`src/hw/rtl/button_press_hold_double_detector_assert.svh`:
```
// Assertion macros for the button press detector.
// Every check is sampled on the rising edge of clk and is held off
// while rst_n is low.
`ifndef BUTTON_PRESS_HOLD_DOUBLE_DETECTOR_ASSERT_SVH
`define BUTTON_PRESS_HOLD_DOUBLE_DETECTOR_ASSERT_SVH

`ifndef ASSERT_OFF
`define BPHD_ASSERT_ALWAYS(lbl, expr) \
    lbl: assert property (@(posedge clk) disable iff (!rst_n) (expr)) \
        else $error("bphd assertion failed");
`define BPHD_ASSERT_IMPLY(lbl, ante, cons) \
    lbl: assert property (@(posedge clk) disable iff (!rst_n) (ante) |-> (cons)) \
        else $error("bphd assertion failed");
`define BPHD_ASSERT_NEXT(lbl, ante, cons) \
    lbl: assert property (@(posedge clk) disable iff (!rst_n) (ante) |=> (cons)) \
        else $error("bphd assertion failed");
`else
`define BPHD_ASSERT_ALWAYS(lbl, expr)
`define BPHD_ASSERT_IMPLY(lbl, ante, cons)
`define BPHD_ASSERT_NEXT(lbl, ante, cons)
`endif

`endif

```
`src/hw/rtl/bphd_pkg.sv`:
```
package bphd_pkg;

    // Width of every tick counter and configuration register.
    localparam int TIMER_W = 16;
    localparam int CFG_IDX_W = 2;

    // Configuration register indexes.
    localparam logic [CFG_IDX_W-1:0] CFG_POLL   = 2'd0;
    localparam logic [CFG_IDX_W-1:0] CFG_DEBNC  = 2'd1;
    localparam logic [CFG_IDX_W-1:0] CFG_HOLD   = 2'd2;
    localparam logic [CFG_IDX_W-1:0] CFG_DOUBLE = 2'd3;

    // Configuration reset values.
    localparam logic [TIMER_W-1:0] POLL_RST   = 16'd10;
    localparam logic [TIMER_W-1:0] DEBNC_RST  = 16'd20;
    localparam logic [TIMER_W-1:0] HOLD_RST   = 16'd1000;
    localparam logic [TIMER_W-1:0] DOUBLE_RST = 16'd300;

    // Gesture state codes.
    localparam logic [2:0] GS_RELEASED = 3'd0;
    localparam logic [2:0] GS_PRESSED  = 3'd1;
    localparam logic [2:0] GS_AWAIT    = 3'd2;
    localparam logic [2:0] GS_DOUBLE   = 3'd3;
    localparam logic [2:0] GS_HOLD     = 3'd4;

    // Event codes.
    localparam logic [1:0] EV_PRESSED  = 2'd0;
    localparam logic [1:0] EV_RELEASED = 2'd1;
    localparam logic [1:0] EV_HOLD     = 2'd2;
    localparam logic [1:0] EV_DOUBLE   = 2'd3;

    // Events produced by one tick, oldest in code0.
    typedef struct packed {
        logic [1:0] cnt;
        logic [1:0] code0;
        logic [1:0] code1;
    } bphd_res_t;

    // A period of zero is treated as one tick.
    function automatic logic [TIMER_W-1:0] load_ticks(input logic [TIMER_W-1:0] v);
        return (v == '0) ? TIMER_W'(1) : v;
    endfunction

endpackage

```
`src/hw/rtl/bphd_core.sv`:
```
module bphd_core
    import bphd_pkg::*;
(
    input  logic                 clk,
    input  logic                 rst_n,
    input  logic                 cfg_we,
    input  logic [CFG_IDX_W-1:0] cfg_index,
    input  logic [TIMER_W-1:0]   cfg_data,
    input  logic                 accept,
    input  logic                 pin_level,
    output bphd_res_t            res
);

    logic [TIMER_W-1:0] poll_reg;
    logic [TIMER_W-1:0] debnc_reg;
    logic [TIMER_W-1:0] hold_reg;
    logic [TIMER_W-1:0] double_reg;

    logic               started_reg,  started_next;
    logic               stable_reg,   stable_next;
    logic [2:0]         gstate_reg,   gstate_next;
    logic               debouncing_reg, debouncing_next;
    logic [TIMER_W-1:0] sample_reg,   sample_next;
    logic               grun_reg,     grun_next;
    logic [TIMER_W-1:0] gtimer_reg,   gtimer_next;

    // Configuration registers; writes only affect later timer loads.
    always_ff @(posedge clk or negedge rst_n)
    begin
        if (!rst_n)
        begin
            poll_reg   <= POLL_RST;
            debnc_reg  <= DEBNC_RST;
            hold_reg   <= HOLD_RST;
            double_reg <= DOUBLE_RST;
        end
        else if (cfg_we)
        begin
            case (cfg_index)
                CFG_POLL:   poll_reg   <= cfg_data;
                CFG_DEBNC:  debnc_reg  <= cfg_data;
                CFG_HOLD:   hold_reg   <= cfg_data;
                CFG_DOUBLE: double_reg <= cfg_data;
                default:    ;
            endcase
        end
    end

    // One tick: timer expiry first, then sampling, then the stable change.
    always_comb
    begin
        logic [2:0] gs;
        logic       expire;
        logic       change;
        logic       exp_ev;
        logic       chg_ev;
        logic [1:0] exp_code;
        logic [1:0] chg_code;

        started_next    = started_reg;
        stable_next     = stable_reg;
        gstate_next     = gstate_reg;
        debouncing_next = debouncing_reg;
        sample_next     = sample_reg;
        grun_next       = grun_reg;
        gtimer_next     = gtimer_reg;
        res             = '0;
        gs              = gstate_reg;
        exp_ev          = 1'b0;
        chg_ev          = 1'b0;
        exp_code        = EV_HOLD;
        chg_code        = EV_PRESSED;
        change          = 1'b0;
        expire          = 1'b0;

        if (!started_reg)
        begin
            // First tick takes the pin as the stable level.
            started_next    = 1'b1;
            stable_next     = pin_level;
            debouncing_next = 1'b0;
            sample_next     = load_ticks(poll_reg);
            res.cnt         = 2'd1;
            if (pin_level)
            begin
                gstate_next = GS_RELEASED;
                grun_next   = 1'b0;
                gtimer_next = '0;
                res.code0   = EV_RELEASED;
            end
            else
            begin
                gstate_next = GS_PRESSED;
                grun_next   = 1'b1;
                gtimer_next = load_ticks(hold_reg);
                res.code0   = EV_PRESSED;
            end
        end
        else
        begin
            gs = (gstate_reg > GS_HOLD) ? GS_RELEASED : gstate_reg;

            // Gesture timer.
            if (grun_reg)
            begin
                expire      = (gtimer_reg <= TIMER_W'(1));
                gtimer_next = expire ? '0 : gtimer_reg - TIMER_W'(1);
            end
            if (expire)
            begin
                grun_next = 1'b0;
                if (gs == GS_PRESSED)
                begin
                    gs       = GS_HOLD;
                    exp_ev   = 1'b1;
                    exp_code = EV_HOLD;
                end
                else if (gs == GS_AWAIT)
                begin
                    gs       = GS_RELEASED;
                    exp_ev   = 1'b1;
                    exp_code = EV_RELEASED;
                end
            end

            // Pin polling and debounce.
            if (sample_reg <= TIMER_W'(1))
            begin
                if (!debouncing_reg)
                begin
                    if (pin_level != stable_reg)
                    begin
                        debouncing_next = 1'b1;
                        sample_next     = load_ticks(debnc_reg);
                    end
                    else
                    begin
                        sample_next = load_ticks(poll_reg);
                    end
                end
                else
                begin
                    change          = (pin_level != stable_reg);
                    stable_next     = pin_level;
                    debouncing_next = 1'b0;
                    sample_next     = load_ticks(poll_reg);
                end
            end
            else
            begin
                sample_next = sample_reg - TIMER_W'(1);
            end

            // Gesture machine step on a stable change.
            if (change)
            begin
                case (gs)
                    GS_RELEASED:
                    begin
                        gs          = GS_PRESSED;
                        grun_next   = 1'b1;
                        gtimer_next = load_ticks(hold_reg);
                        chg_ev      = 1'b1;
                        chg_code    = EV_PRESSED;
                    end
                    GS_PRESSED:
                    begin
                        gs          = GS_AWAIT;
                        grun_next   = 1'b1;
                        gtimer_next = load_ticks(double_reg);
                    end
                    GS_AWAIT:
                    begin
                        gs          = GS_DOUBLE;
                        grun_next   = 1'b0;
                        gtimer_next = '0;
                        chg_ev      = 1'b1;
                        chg_code    = EV_DOUBLE;
                    end
                    default:
                    begin
                        gs          = GS_RELEASED;
                        grun_next   = 1'b0;
                        gtimer_next = '0;
                        chg_ev      = 1'b1;
                        chg_code    = EV_RELEASED;
                    end
                endcase
            end
            gstate_next = gs;

            // Pack events in order of occurrence.
            res.cnt = 2'({1'b0, exp_ev}) + 2'({1'b0, chg_ev});
            if (exp_ev)
            begin
                res.code0 = exp_code;
                res.code1 = chg_code;
            end
            else
            begin
                res.code0 = chg_code;
            end
        end

        if (!accept)
        begin
            res.cnt = 2'd0;
        end
    end

    // State registers advance once per accepted tick.
    always_ff @(posedge clk or negedge rst_n)
    begin
        if (!rst_n)
        begin
            started_reg    <= 1'b0;
            stable_reg     <= 1'b1;
            gstate_reg     <= GS_RELEASED;
            debouncing_reg <= 1'b0;
            sample_reg     <= '0;
            grun_reg       <= 1'b0;
            gtimer_reg     <= '0;
        end
        else if (accept)
        begin
            started_reg    <= started_next;
            stable_reg     <= stable_next;
            gstate_reg     <= gstate_next;
            debouncing_reg <= debouncing_next;
            sample_reg     <= sample_next;
            grun_reg       <= grun_next;
            gtimer_reg     <= gtimer_next;
        end
    end

endmodule

```
`src/hw/rtl/bphd_fifo.sv`:
```
module bphd_fifo
    import bphd_pkg::*;
#(
    parameter int DEPTH = 4
)
(
    input  logic       clk,
    input  logic       rst_n,
    input  bphd_res_t  res,
    output logic       space,
    output logic       out_valid,
    input  logic       out_ready,
    output logic [1:0] event_code,
    output logic       last
);

    // DEPTH is a power of two, at least 2, so pointers wrap on their own.
    localparam int PW = (DEPTH > 2) ? $clog2(DEPTH) : 1;
    localparam int CW = $clog2(DEPTH + 1);

    logic [1:0]    code_mem [DEPTH];
    logic          last_mem [DEPTH];
    logic [PW-1:0] wr_ptr_reg;
    logic [PW-1:0] rd_ptr_reg;
    logic [CW-1:0] count_reg;
    logic [PW-1:0] wr_ptr1;
    logic          pop;

    assign wr_ptr1    = PW'(wr_ptr_reg + 1'b1);
    assign out_valid  = (count_reg != '0);
    assign pop        = out_valid && out_ready;
    assign space      = (count_reg <= CW'(DEPTH - 2));
    assign event_code = code_mem[rd_ptr_reg];
    assign last       = last_mem[rd_ptr_reg];

    // Result storage; the final event of a tick carries the last mark.
    always_ff @(posedge clk)
    begin
        if (res.cnt != 2'd0)
        begin
            code_mem[wr_ptr_reg] <= res.code0;
            last_mem[wr_ptr_reg] <= (res.cnt == 2'd1);
        end
        if (res.cnt == 2'd2)
        begin
            code_mem[wr_ptr1] <= res.code1;
            last_mem[wr_ptr1] <= 1'b1;
        end
    end

    // Pointers and fill count.
    always_ff @(posedge clk or negedge rst_n)
    begin
        if (!rst_n)
        begin
            wr_ptr_reg <= '0;
            rd_ptr_reg <= '0;
            count_reg  <= '0;
        end
        else
        begin
            wr_ptr_reg <= PW'(wr_ptr_reg + PW'(res.cnt));
            if (pop)
            begin
                rd_ptr_reg <= PW'(rd_ptr_reg + 1'b1);
            end
            count_reg <= CW'(count_reg + CW'(res.cnt) - CW'(pop));
        end
    end

endmodule

```
`src/hw/rtl/button_press_hold_double_detector.sv`:
```
// Button press, hold and double-press detector.
// Input channel (in_valid/in_ready, pin_level): one transfer is one time tick
// carrying the sampled pin, 1 released and 0 pressed. The first tick after
// reset sets the stable level and reports pressed or released.
// Output channel (out_valid/out_ready, event_code, last): each tick yields
// zero, one or two events; last marks the final event of a tick. When a
// timer expiry and a debounced level change fall in one tick, the expiry
// event comes first.
// Configuration: cfg_we writes cfg_data into register cfg_index (poll,
// debounce, hold, double-press periods, in ticks) in the same cycle.
// Events of a tick are registered into the result queue at its transfer.
// Throughput: one tick per cycle while in_ready is high; the tick state is
// registered, and in_ready stays high while the result queue (FIFO_DEPTH
// events) has room for two more events.
// A stalled receiver fills the queue and in_ready then drops until events
// are taken. Reset restores the default periods and empties the queue.
module button_press_hold_double_detector
    import bphd_pkg::*;
#(
    parameter int FIFO_DEPTH = 4
)
(
    input  logic                 clk,
    input  logic                 rst_n,
    input  logic                 cfg_we,
    input  logic [CFG_IDX_W-1:0] cfg_index,
    input  logic [TIMER_W-1:0]   cfg_data,
    input  logic                 in_valid,
    output logic                 in_ready,
    input  logic                 pin_level,
    output logic                 out_valid,
    input  logic                 out_ready,
    output logic [1:0]           event_code,
    output logic                 last
);

`include "button_press_hold_double_detector_assert.svh"

    bphd_res_t res;
    logic      accept;

    assign accept = in_valid && in_ready;

    // Tick state and event generation.
    bphd_core u_core (
        .clk       (clk),
        .rst_n     (rst_n),
        .cfg_we    (cfg_we),
        .cfg_index (cfg_index),
        .cfg_data  (cfg_data),
        .accept    (accept),
        .pin_level (pin_level),
        .res       (res)
    );

    // Result queue toward the receiver.
    bphd_fifo #(
        .DEPTH (FIFO_DEPTH)
    ) u_fifo (
        .clk        (clk),
        .rst_n      (rst_n),
        .res        (res),
        .space      (in_ready),
        .out_valid  (out_valid),
        .out_ready  (out_ready),
        .event_code (event_code),
        .last       (last)
    );

    // An empty queue always has room for a tick.
    `BPHD_ASSERT_IMPLY(a_empty_ready, !out_valid, in_ready)
    // A tick yields at most two events.
    `BPHD_ASSERT_ALWAYS(a_max_two, res.cnt != 2'd3)
    // With two events, the first is a timer expiry: hold or released.
    `BPHD_ASSERT_IMPLY(a_expiry_first, res.cnt == 2'd2,
        res.code0 == EV_HOLD || res.code0 == EV_RELEASED)
    // After a tick with events, out_valid is high the next cycle.
    `BPHD_ASSERT_NEXT(a_event_visible, res.cnt != 2'd0, out_valid)

endmodule

```
`config.mk`:
```
export PLATFORM = sky130hd
export DESIGN_NAME = button_press_hold_double_detector
export DESIGN_NICKNAME = d
export VERILOG_FILES = /design/src/hw/rtl/bphd_pkg.sv /design/src/hw/rtl/bphd_core.sv /design/src/hw/rtl/bphd_fifo.sv /design/src/hw/rtl/button_press_hold_double_detector.sv
export VERILOG_INCLUDE_DIRS = /design/src /design/src/hw/rtl
export SDC_FILE = /design/constraint.sdc
export NUM_CORES = 1
export LEC_CHECK = 0
export BUFFER_PORTS_ARGS = -buffer_cell sky130_fd_sc_hd__buf_2
export CORE_ASPECT_RATIO = 0.9
export CORE_UTILIZATION = 46
export CTS_CLUSTER_DIAMETER = 120
export DETAILED_ROUTE_END_ITERATION = 10
export HOLD_SLACK_MARGIN = 0.15
export PLACE_DENSITY = 0.68
export SETUP_SLACK_MARGIN = 0.1
export SYNTH_ARGS = -nofsm -noshare
export SYNTH_HDL_FRONTEND = slang
export SYNTH_SLANG_ARGS = --single-unit
```
`constraint.sdc`:
```
create_clock -name clk -period 4.4 [get_ports clk]
set_clock_uncertainty 0.15 [all_clocks]
set_input_delay 0.22 -clock clk [delete_from_list [all_inputs] [get_ports clk]]
set_output_delay 0.22 -clock clk [all_outputs]
set_load 0.01 [all_outputs]
```
# == After elaboration in Yosys (flattened, before gate mapping) ==
# Memories as Yosys holds them, arrays and structs flattened.
# Cells that the tools add are included.
# word_totals
regBits,110
mem_bits_rw,12
input_bits,24
out_inout_bits,5
elab_cells,123
memories,2
# classes
n_addsub,8
order_cmp,4
n_eq_ne,14
n_mux,62
reduce_logical,19
# mem_list
memory,depth,word_bits,rd,rd_clocked_by_memory_dff,wr,line,source
u_fifo.code_mem,4,2,1,0,2,bphd_fifo.sv:21,logic [1:0] code_mem [DEPTH];
u_fifo.last_mem,4,1,1,0,2,bphd_fifo.sv:22,logic last_mem [DEPTH];
# ops
operator,count
$mux W16,13
$logic_not A16 Y1,4
$le A16 B1 Y1 const B,2
$pmux W16 S2,1
$sub A16 B1 Y16 const B,2
$mux W1,30
$mux W3,7
$mux W2,8
$reduce_and A2 Y1,7
$eq A2 B2 Y1 const B,3
$eq A3 B1 Y1 const B,2
$eq A3 B2 Y1 const B,2
$ne A3 B3 Y1 const B,2
$pmux W2 S3,1
$add A2 B1 Y2 const B,2
$eq A2 B1 Y1 const B,2
$mux W4,1
$ne A2 B2 Y1 const B,2
$pmux W2 S2,1
$add A3 B2 Y3,1
$gt A3 B3 Y1 const B,1
$le A3 B2 Y1 const B,1
$logic_not A3 Y1,1
$reduce_and A3 Y1,1
9 further kinds,10

# == Logic depth before layout (Yosys ltp) ==
# Gate-level depths: netlist of run 1.
# depth
depth_word,17
mapped_depth,14
mapped_depth_nobuf,12

# == Cells and area by module ==
# From an unflattened synthesis of run 1, not the netlist that was laid out.
# unflattened
hier_cells,667
hier_area_um2,6827.8
# modules_own_cells
module,n_inst,cells_per_inst,area_per_inst_um2,seq_area_each_um2
bphd_core,1,581,5763.0,2596.2
bphd_fifo,1,85,1058.5,495.5
button_press_hold_double_detector,1,1,6.3,0.0

# == Least setup slack after synthesis of run 1 ==
# OpenSTA, ideal clock, no wires.
# synth_timing
path_type,register to register
startpoint,register u_core.sample_reg[10]
endpoint,register u_fifo.count_reg[2]
setup_time_ns,0.123
t_arrival_ns,3.517
required_time_ns,4.127
setup_slack_ns,0.610
stages_incl_launch_ff,12
n_path_buf,1
synth_period_minus_slack_ns,3.790
cell_sequence,dfrtp_1 or4_4 or4_1 buf_2 nor3_1 and2_1 ha_1 nand3_1 ha_1 fa_1 xor2_1 xnor2_1
# synth_via
elab_chain_cells,10
# synth_lines
element,line,source
from (decl),bphd_core.sv:23,"logic [TIMER_W-1:0] sample_reg, sample_next;"
from (signal assigned),bphd_core.sv:230,sample_reg <= sample_next;
$le A16 B1 Y1,bphd_core.sv:127,if (sample_reg <= TIMER_W'(1))
$mux W1,bphd_core.sv:127,
$mux W1,bphd_core.sv:76,if (!started_reg)
$mux W1,bphd_core.sv:155,if (change)
$mux W1,bphd_core.sv:76,
$add A1 B1 Y2,bphd_core.sv:193,"res.cnt = 2'({1'b0, exp_ev}) + 2'({1'b0, chg_ev});"
$mux W4,bphd_core.sv:76,
$mux W2,bphd_core.sv:205,if (!accept)
$add A3 B2 Y3,bphd_fifo.sv:67,count_reg <= CW'(count_reg + CW'(res.cnt) - CW'(pop));
$sub A3 B1 Y3,bphd_fifo.sv:67,
to (signal assigned),bphd_fifo.sv:67,
to (decl),bphd_fifo.sv:25,logic [CW-1:0] count_reg;
# Every way passes these cells. The select of a mux whose other input is x is not followed.
# A chain may end at the register's enable or synchronous reset.

# == Final worst setup path of run 1 ==
# Same ends and word-level chain as after synthesis.

==> metrics.cfg, run 1 <==
[floorplanning]
die_w_um=128
pin_count=29
dieArea_mm2=0.0148
core_mm2=0.0140
rows=41
die_h_um=115
start_util_pct=47.0

[global_routing]
grt-ovfl-total=0
antenna_found_initial=0
grt_pass1_vias=5560
grt_usage_pct=26.0
grt_pass1_wl_mm=29.2
grt_max_degree=87

[sta]
worst_slew_pin_slew_ns=1.08
fin_crit_ns=3.87
slew_headroom_pct=27.9
rsz0062_at_grt=false
max_freq_ghz=0.258
setup_viol=0
slew_viol_final=0
hold_violations=0
min_period_over_period_pct=88.0
tns_ns=0

[pwr]
total_power_mw=4.04
ir_worst_vdd_mv=0.344
p_per_area_mw_per_mm2=526
power.leakage_nw=3.15

[synthesis]
syn_nets=690
syn_area_mm2=0.00658
synth.area.top_cells=dfrtp_1 36%, mux2_2 11%, dfstp_2 6.0%
yosys.area.top_type=dfrtp_1
synth_ff_type=dfrtp_1
ys_ff_latch=122
postSynthCellCount=658
seq_area_frac_synth_pct=47.0
synth_edf_count=8
async_reset_ff_share_pct=90.2
yosysWarnings=0
synth_top_area_share_pct=36.1
synth_cell_types=67
synth_area_per_cell_um2=10.0

[drt]
wl_per_cell_um=19.1
postRouteAntennaNets=0
num_vias=5483
drt_iter0_drc=574
dr.pass1.iters=6
wl_mm=17.4
drc=0
via_per_inst=6.03

[clock_tree]
cts_tree=built
cts_root_buf=clkbuf_16
clock_latency_ns=0.43
cts_max_path_buffers=2
cts_setup_buffers=0
cts_buffers=17
cts.clk_slew.worst_paths_ns=0.05
cts_max_level=4
numClockSinks=122

[setup_path]
crit_path_end_kind=register
slowest_delay_ns=0.63
worstPathArrival_ns=4.03
startpoint_type=register
crit_type=register to register
path_buf_inv=0
critPathMaxFanout=9
path_cells=or4_4 > or4_1 > nor3_1 > and2_1 > ha_1 > o21a_1 > nand2b_1 > fa_1 > xor2_1 > xnor2_1
slowest_stage=or4_1
crit_family=simple AND/OR/NAND/NOR gates
required_ns=4.56

[place]
hpwlAfterDp_mm=12.1
io_buffers=28
gp_congestion=0.950
place_area_mm2=0.00691

[flow_run]
maxCapViolCount=0

[finish]
layout-drive-gt1-share_pct=22.9
syn_to_final_growth_pct=16.7
n_fill_cell=1197
design_area_mm2=0.00768
num_antenna_cells=0
nets=735

[worst_hold_path]
hp-class=input pin to register

[status]
status=complete, no violations

worst paths after layout:
| path | startpoint | end | slack [ns] | depth (start not counted) |
|---|---|---|---|---|
| setup / recovery | u_core.sample_reg[10] | u_fifo.count_reg[2] | 0.53 | 10 |
| hold / removal | in_valid | u_core.started_reg | 0.17 | 4 |
| setup reg to reg | u_core.sample_reg[10] | u_fifo.count_reg[2] | 0.53 | 10 |
| hold reg to reg | u_fifo.last_mem[3] | u_fifo.last_mem[3] | 0.34 | 2 |
| max in group asynchronous | rst_n | u_core.stable_reg | 2.69 | 3 |
| min in group asynchronous | rst_n | u_core.gtimer_reg[9] | 0.36 | 2 |
through the flow:
stage                     setup WS, ns  util [%]  std cells  hold slack (ns)
final                            0.530      54.8        909            0.173
after global routing             0.240      54.8        909            0.210
after CTS                        0.509      54.8        909            0.168
after detailed placement         0.516      49.3        858            0.322
after global placement           0.586      49.3        858            0.307
after floorplan                  0.610         -        658           -0.226
metal layers:
layer | GRT usage, % | share of wire (%)
met1 | 34.7 | 45
met2 | 41.0 | 46
met3 | 6.46 | 7.3
met4 | 10.0 | 1.6
met5 | 0 | 0
logic make-up after synthesis:
family                   share of synthesized area (%)
XOR/XNOR                                          3.19
buffers and inverters                             3.17
AND/OR/NAND/NOR                                   17.1
adder cells (fa/ha/maj)                           1.63
AO/OA/AOI/OAI                                     15.0
multiplexers                                      12.9
flip-flops                                        47.0
cell usage in the layout, fill, tap and decap left out, types with 8 or more instances in the layout:
cell / count
mux2_2: 64
inv_1: 15
edfxtp_1: 8
nand3_1: 16
or3_1: 9
clkbuf_16: 17
buf_2: 27
xnor2_1: 12
xor2_1: 12
nor4_1: 22
a21oi_1: 46
a221oi_1: 11
dlygate4sd3_1: 19
nand4_1: 9
nor3_1: 18
dfstp_2: 15
dfrtp_1: 95
nor2_1: 61
o21ai_0: 51
buf_4: 13
nand2_1: 53
layout make-up:
| cell class | instances | area (µm²) | share of cell area [%] |
|---|---|---|---|
| Tap cell | 193 | 241 | 3.14 |
| Sequential cell | 122 | 3090 | 40.3 |
| Timing Repair Buffer | 59 | 423 | 5.51 |
| Multi-Input combinational cell | 488 | 3290 | 42.8 |
| Clock inverter | 9 | 114 | 1.48 |
| Clock buffer | 23 | 468 | 6.09 |
| Inverter | 15 | 56.3 | 0.733 |
cell usage after synthesis (all sizes together) (8+ instances only):
| master | number |
|---|---|
| mux2 | 64 |
| nor4 | 22 |
| nand3 | 18 |
| buf | 10 |
| a31oi | 8 |
| o21ai | 53 |
| or3 | 9 |
| clkbuf | 23 |
| nor2 | 61 |
| nand2 | 53 |
| nor3 | 20 |
| dfstp | 15 |
| a21oi | 46 |
| nand4 | 9 |
| xor2 | 12 |
| a221oi | 12 |
| dfrtp | 95 |
| edfxtp | 8 |
| xnor2 | 12 |
| inv | 15 |
repair_timing:
action | CTS | global route
hold buffers | 19 | 0
hold endpoints to repair | 139 | 0
resized for setup | 0 | 0
power by group:
group | total (mW) | switching, mW | internal [mW]
Combinational | 1.00 | 0.554 | 0.451
Clock | 1.38 | 0.519 | 0.865
Sequential | 1.65 | 0.278 | 1.38
tightest hold or removal path, cell delays in order:
cell	delay [ns]
buf_2	0.08
nand2_1	0.04
buf_4	0.24
nand2_1	0.11
Power figures use the tool's default switching activity.
==> run 2, diff against run 1 <==
--- a/config.mk
+++ b/config.mk
@@ -13,6 +13,7 @@
 export DETAILED_ROUTE_END_ITERATION = 10
 export HOLD_SLACK_MARGIN = 0.15
 export PLACE_DENSITY = 0.68
+export REMOVE_ABC_BUFFERS = 1
 export SETUP_SLACK_MARGIN = 0.1
 export SYNTH_ARGS = -nofsm -noshare
 export SYNTH_HDL_FRONTEND = slang
==> metrics.cfg, run 2 (same netlist as run 1, synthesis figures left out) <==
[status]
status=complete, no violations  ; unchanged

[drt]
wl_mm=17.4  ; about the same
dr.pass1.iters=5  ; was 6
postRouteAntennaNets=0  ; unchanged
num_vias=5541  ; was 5483
wl_per_cell_um=19.2  ; was 19.1 µm
drt_iter0_drc=520  ; was 574
drc=0  ; unchanged
via_per_inst=6.09  ; was 6.03

[pwr]
p_int_mw=2.70  ; was 2.69 mW
p_per_area_mw_per_mm2=526  ; about the same
ir_worst_vdd_mv=0.360  ; was 0.344 mV
power.leakage_nw=3.18  ; was 3.15 nW
switching_share_pct=33.5  ; was 33.4%
sequentialPowerShare_pct=40.6  ; was 40.9%
pwr-share-clk_pct=34.4  ; was 34.2%
power.switching_mw=1.36  ; was 1.35 mW
p_comb_share_pct=25.0  ; was 24.8%
total_power_mw=4.05  ; was 4.04 mW

[finish]
syn_to_final_growth_pct=17.0  ; was 16.7%
mostFrequentLayoutCell=dfrtp_1  ; unchanged
final_cell_mix=95 x dfrtp_1, 64 x mux2_2, 61 x nor2_1  ; unchanged
final_cells=910  ; was 909
num_antenna_cells=0  ; unchanged
layout-drive-gt1-share_pct=23.4  ; was 22.9%
nets=736  ; was 735

[sta]
setup_viol=0  ; unchanged
min_period_over_period_pct=89.7  ; was 88.0%
hold_violations=0  ; unchanged
tns_ns=0  ; unchanged
slew_viol_final=0  ; unchanged
rsz0062_at_grt=false  ; unchanged
fin_crit_ns=3.95  ; was 3.87 ns
worst_slew_pin_slew_ns=0.984  ; was 1.08 ns
max_freq_ghz=0.253  ; was 0.258 GHz
slew_headroom_pct=34.4  ; was 27.9%

[clock_tree]
cts_max_path_buffers=2  ; unchanged
cts_tree=built  ; unchanged
cts_buffers=17  ; unchanged
clock_latency_ns=0.42  ; was 0.43 ns
cts_setup_buffers=0  ; unchanged
cts_root_buf=clkbuf_16  ; unchanged
numClockSinks=122  ; unchanged
cts.clk_slew.worst_paths_ns=0.06  ; was 0.05 ns
cts_max_level=4  ; unchanged

[global_routing]
grt-ovfl-total=0  ; unchanged
grt_pass1_wl_mm=28.5  ; was 29.2 mm
grt_pass1_vias=5359  ; was 5560
antenna_found_initial=0  ; unchanged
grt_max_degree=76  ; was 87
grt_usage_pct=25.4  ; was 26.0%

[setup_path]
slowest_stage=or4_1  ; unchanged
startpoint_type=register  ; unchanged
required_ns=4.55  ; was 4.56 ns
crit_path_end_kind=register  ; unchanged
r2r_slack_ns=0.45  ; was 0.53 ns
crit_family=simple AND/OR/NAND/NOR gates  ; unchanged
path_buf_inv=0  ; unchanged
worstPathArrival_ns=4.10  ; was 4.03 ns
cpMostUsedCell=ha_1
crit_type=register to register  ; unchanged
path_cells=or4_4 > or4_1 > nor3_1 > and2_1 > ha_1 > nand3_1 > ha_1 > fa_1 > xor2_1 > xnor2_1  ; was or4_4 > or4_1 > nor3_1 > and2_1 > ha_1 > o21a_1 > nand2b_1 > fa_1 > xor2_1 > xnor2_1
critPathMaxFanout=10  ; was 9
slowest_delay_ns=0.63  ; about the same

[floorplanning]
pin_count=29  ; unchanged
die_h_um=115  ; unchanged
rows=41  ; unchanged
die_w_um=128  ; unchanged
start_util_pct=47.0  ; unchanged
core_mm2=0.0140  ; unchanged
dieArea_mm2=0.0148  ; unchanged

[place]
hpwlAfterDp_mm=12.2  ; was 12.1 mm
dp_cells=859  ; was 858
gp_congestion=0.950  ; about the same
io_buffers=28  ; unchanged

[flow_run]
maxCapViolCount=0  ; unchanged

[worst_hold_path]
hp-class=input pin to register  ; unchanged

-- run 2: path summary, 6_finish.rpt --
| kind | start | end | cells after the start |
|---|---|---|---|
| worst min register to register | u_fifo.last_mem[3] | u_fifo.last_mem[3] | 2 |
| max in group asynchronous | rst_n | u_core.double_reg[2] | 3 |
| worst min-delay path | cfg_index[1] | u_core.poll_reg[5] | 5 |
| worst max register to register | u_core.sample_reg[10] | u_fifo.count_reg[2] | 10 |
| worst max-delay path | u_core.sample_reg[10] | u_fifo.count_reg[2] | 10 |
| min in group asynchronous | rst_n | u_core.gtimer_reg[10] | 2 |
-- run 2: layer usage --
metal	vias up	wire (µm)	track usage (%)
met5	-	0	0
met4	0	414	8.63
met3	47	1350	7.11
met2	264	7960	39.9
met1	2706	7720	34.2
li1	2524	-	-
-- run 2: what timing repair did --
action                    CTS  global route
resized for setup           0             0
hold endpoints to repair  134             0
hold buffers               19             0
-- run 2: cell type report --
type,instances,area [µm²]
Inverter,15,56.3
Clock inverter,12,140
Tap cell,193,241
Fill cell,1233,6300
Sequential cell,122,3090
Multi-Input combinational cell,488,3290
Clock buffer,20,457
Timing Repair Buffer,60,430
-- run 2: per-stage QoR --
step	hold slack (ns)	area (µm²)	utilization, %	setup slack, ns
final	0.231	7700	55.0	0.454
after global routing	0.263	7700	55.0	0.200
after CTS	0.220	7700	55.0	0.454
after detailed placement	0.292	6920	49.4	0.459
after global placement	0.273	6920	49.4	0.551
after floorplan	-0.226	6430	-	0.577
-- run 2: tightest hold or removal path, stage by stage --
cell and delay, ns:
buf_2 0.11, nor3b_2 0.05, buf_4 0.20, nand2_1 0.08, o21ai_0 0.08
-- run 2: power by group through the flow --
stage	sequential [mW]	combinational (mW)	clock (mW)
2_1_floorplan	1.56	0.723	0
3_3_place_gp	1.63	0.969	0
3_5_place_dp	1.65	0.980	0
4_1_cts	1.63	1.00	1.41
5_1_grt	1.68	1.12	1.46
6_report	1.65	1.01	1.39
==> run 3, diff against run 2 <==
--- a/config.mk
+++ b/config.mk
@@ -12,6 +12,7 @@
 export CTS_CLUSTER_DIAMETER = 120
 export DETAILED_ROUTE_END_ITERATION = 10
 export HOLD_SLACK_MARGIN = 0.15
+export MAX_ROUTING_LAYER = met4
 export PLACE_DENSITY = 0.68
 export REMOVE_ABC_BUFFERS = 1
 export SETUP_SLACK_MARGIN = 0.1
==> metrics.cfg, run 3 (same netlist as run 1, synthesis figures left out) <==
[sta]
fin_crit_ns=3.97  ; was 3.95 ns
hold_violations=0  ; unchanged
min_period_over_period_pct=90.2  ; was 89.7%
holdWs_ns=0.197  ; was 0.231 ns
max_freq_ghz=0.252  ; was 0.253 GHz
slew_headroom_pct=36.8  ; was 34.4%
tns_ns=0  ; unchanged
rsz0062_at_grt=false  ; unchanged
worst_slew_pin_slew_ns=0.946  ; was 0.984 ns
setup_viol=0  ; unchanged
slew_viol_final=0  ; unchanged

[finish]
final_cell_mix=95 x dfrtp_1, 64 x mux2_2, 61 x nor2_1  ; unchanged
syn_to_final_growth_pct=17.1  ; was 17.0%
mostFrequentLayoutCell=dfrtp_1  ; unchanged
nets=736  ; unchanged
design_area_mm2=0.00770  ; about the same
num_antenna_cells=0  ; unchanged
layout-drive-gt1-share_pct=23.4  ; unchanged

[setup_path]
crit_type=register to register  ; unchanged
worstPathArrival_ns=4.13  ; was 4.10 ns
crit_path_end_kind=register  ; unchanged
slowest_stage=or4_1  ; unchanged
startpoint_type=register  ; unchanged
slowest_delay_ns=0.58  ; was 0.63 ns
crit_family=adder cells  ; was simple AND/OR/NAND/NOR gates
path_buf_inv=1  ; was 0
required_ns=4.56  ; was 4.55 ns
cpMostUsedCell=ha_1  ; unchanged
path_cells=inv_1 > ha_1 > o21bai_1 > or4_1 > nor3_1 > and2_1 > ha_1 > nand3_1 > ha_1 > fa_1 > xor2_1 > xnor2_1  ; was or4_4 > or4_1 > nor3_1 > and2_1 > ha_1 > nand3_1 > ha_1 > fa_1 > xor2_1 > xnor2_1
ff2ff_path_depth=12  ; was 10
critPathMaxFanout=10  ; unchanged
crit_cells=12  ; was 10

[global_routing]
grt_pass1_vias=5557  ; was 5359
grt_util_met2_pct=41.9  ; was 39.9%
antenna_found_initial=0  ; unchanged
grt_usage_pct=27.0  ; was 25.4%
grt_use_met3_pct=7.66  ; was 7.11%
gr-max-usage-layer=met2  ; unchanged
grt-ovfl-total=0  ; unchanged
grt_max_degree=72  ; was 76
gr-usage-met1_pct=34.4  ; was 34.2%
grt_pass1_wl_mm=29.2  ; was 28.5 mm

[drt]
postRouteAntennaNets=0  ; unchanged
drc=0  ; unchanged
num_vias=5541  ; unchanged
wl_mm=17.8  ; was 17.4 mm
drt_iter0_drc=542  ; was 520
dr.pass1.iters=5  ; unchanged
wl_per_cell_um=19.6  ; was 19.2 µm
via_per_inst=6.09  ; unchanged

[status]
status=complete, no violations  ; unchanged

[floorplanning]
pin_count=29  ; unchanged
die_h_um=115  ; unchanged
start_util_pct=47.0  ; unchanged
dieArea_mm2=0.0148  ; unchanged
die_w_um=128  ; unchanged
rows=41  ; unchanged
core_mm2=0.0140  ; unchanged

[pwr]
power.leakage_nw=3.18  ; about the same
ir_worst_vdd_mv=0.296  ; was 0.360 mV
p_per_area_mw_per_mm2=529  ; was 526 mW/mm²

[worst_hold_path]
hp-class=input pin to register  ; unchanged
holdPathStages=4  ; was 5

[clock_tree]
cts_buffers=17  ; unchanged
cts_root_buf=clkbuf_16  ; unchanged
cts.clk_slew.worst_paths_ns=0.06  ; about the same
cts_tree=built  ; unchanged
numClockSinks=122  ; unchanged
clock_latency_ns=0.42  ; about the same
ctsResizeCount=0  ; unchanged
cts_max_path_buffers=2  ; unchanged
cts_max_level=4  ; unchanged

[place]
hpwlAfterDp_mm=12.4  ; was 12.2 mm
io_buffers=28  ; unchanged
gp_congestion=0.982  ; was 0.950
place_area_mm2=0.00692  ; unchanged

[flow_run]
maxCapViolCount=0  ; unchanged

run 3: cell types whose count changed in the layout (fill, tap and decap cells not counted), sizes merged:
cell and change:
bufinv +1, clkbuf -2, inv +1
run 3: final timing paths:
| check | startpoint | slack (ns) | to |
|---|---|---|---|
| min | in_valid | 0.20 | u_core.started_reg |
| max | u_core.sample_reg[0] | 0.43 | u_fifo.count_reg[2] |
| max in group asynchronous | rst_n | 2.69 | u_core.poll_reg[1] |
| max reg2reg | u_core.sample_reg[0] | 0.43 | u_fifo.count_reg[2] |
| min reg2reg | u_fifo.count_reg[2] | 0.34 | u_fifo.count_reg[2] |
| min in group asynchronous | rst_n | 0.34 | u_core.gstate_reg[1] |
run 3: where the power goes:
| part | switching, mW | internal (mW) |
|---|---|---|
| Clock | 0.522 | 0.892 |
| Combinational | 0.561 | 0.451 |
| Sequential | 0.274 | 1.38 |
run 3: through the flow:
stage	instances	setup WS [ns]	utilization [%]	power [mW]
floorplan	625	0.577	-	2.28
global placement	859	0.548	49.4	2.60
detailed placement	859	0.474	49.4	2.63
CTS	910	0.460	55.0	4.09
global route	910	0.137	55.0	4.30
finish	910	0.430	55.0	4.08
run 3: layer usage:
metal	part of all wire (%)	vias to the layer above	routed length, µm
met4	1.7	0	302
met1	43	2722	7630
met2	47	260	8450
li1	-	2524	-
met5	0	-	0
met3	8.1	35	1440
run 3: cell type report:
class                   count  area, µm²
clock buffers              18        429
clock inverters            14        169
fillers                  1254       6300
inverters                  15       56.3
multi-input cells         488       3290
flip-flops and latches    122       3090
well taps                 193        241
repair buffers             60        430
run 3: repair_timing:
| action | CTS | global route |
|---|---|---|
| buffers inserted | 0 | 0 |
| hold buffers | 19 | 0 |
| endpoints found under the hold margin | 134 | 0 |
run 3: worst register-to-register path: stages (launching register included):
cell,delay (ns)
dfrtp_1,0.44
inv_1,0.11
ha_1,0.32
o21bai_1,0.22
or4_1,0.58
nor3_1,0.27
and2_1,0.17
ha_1,0.18
nand3_1,0.27
ha_1,0.43
fa_1,0.43
xor2_1,0.17
xnor2_1,0.12
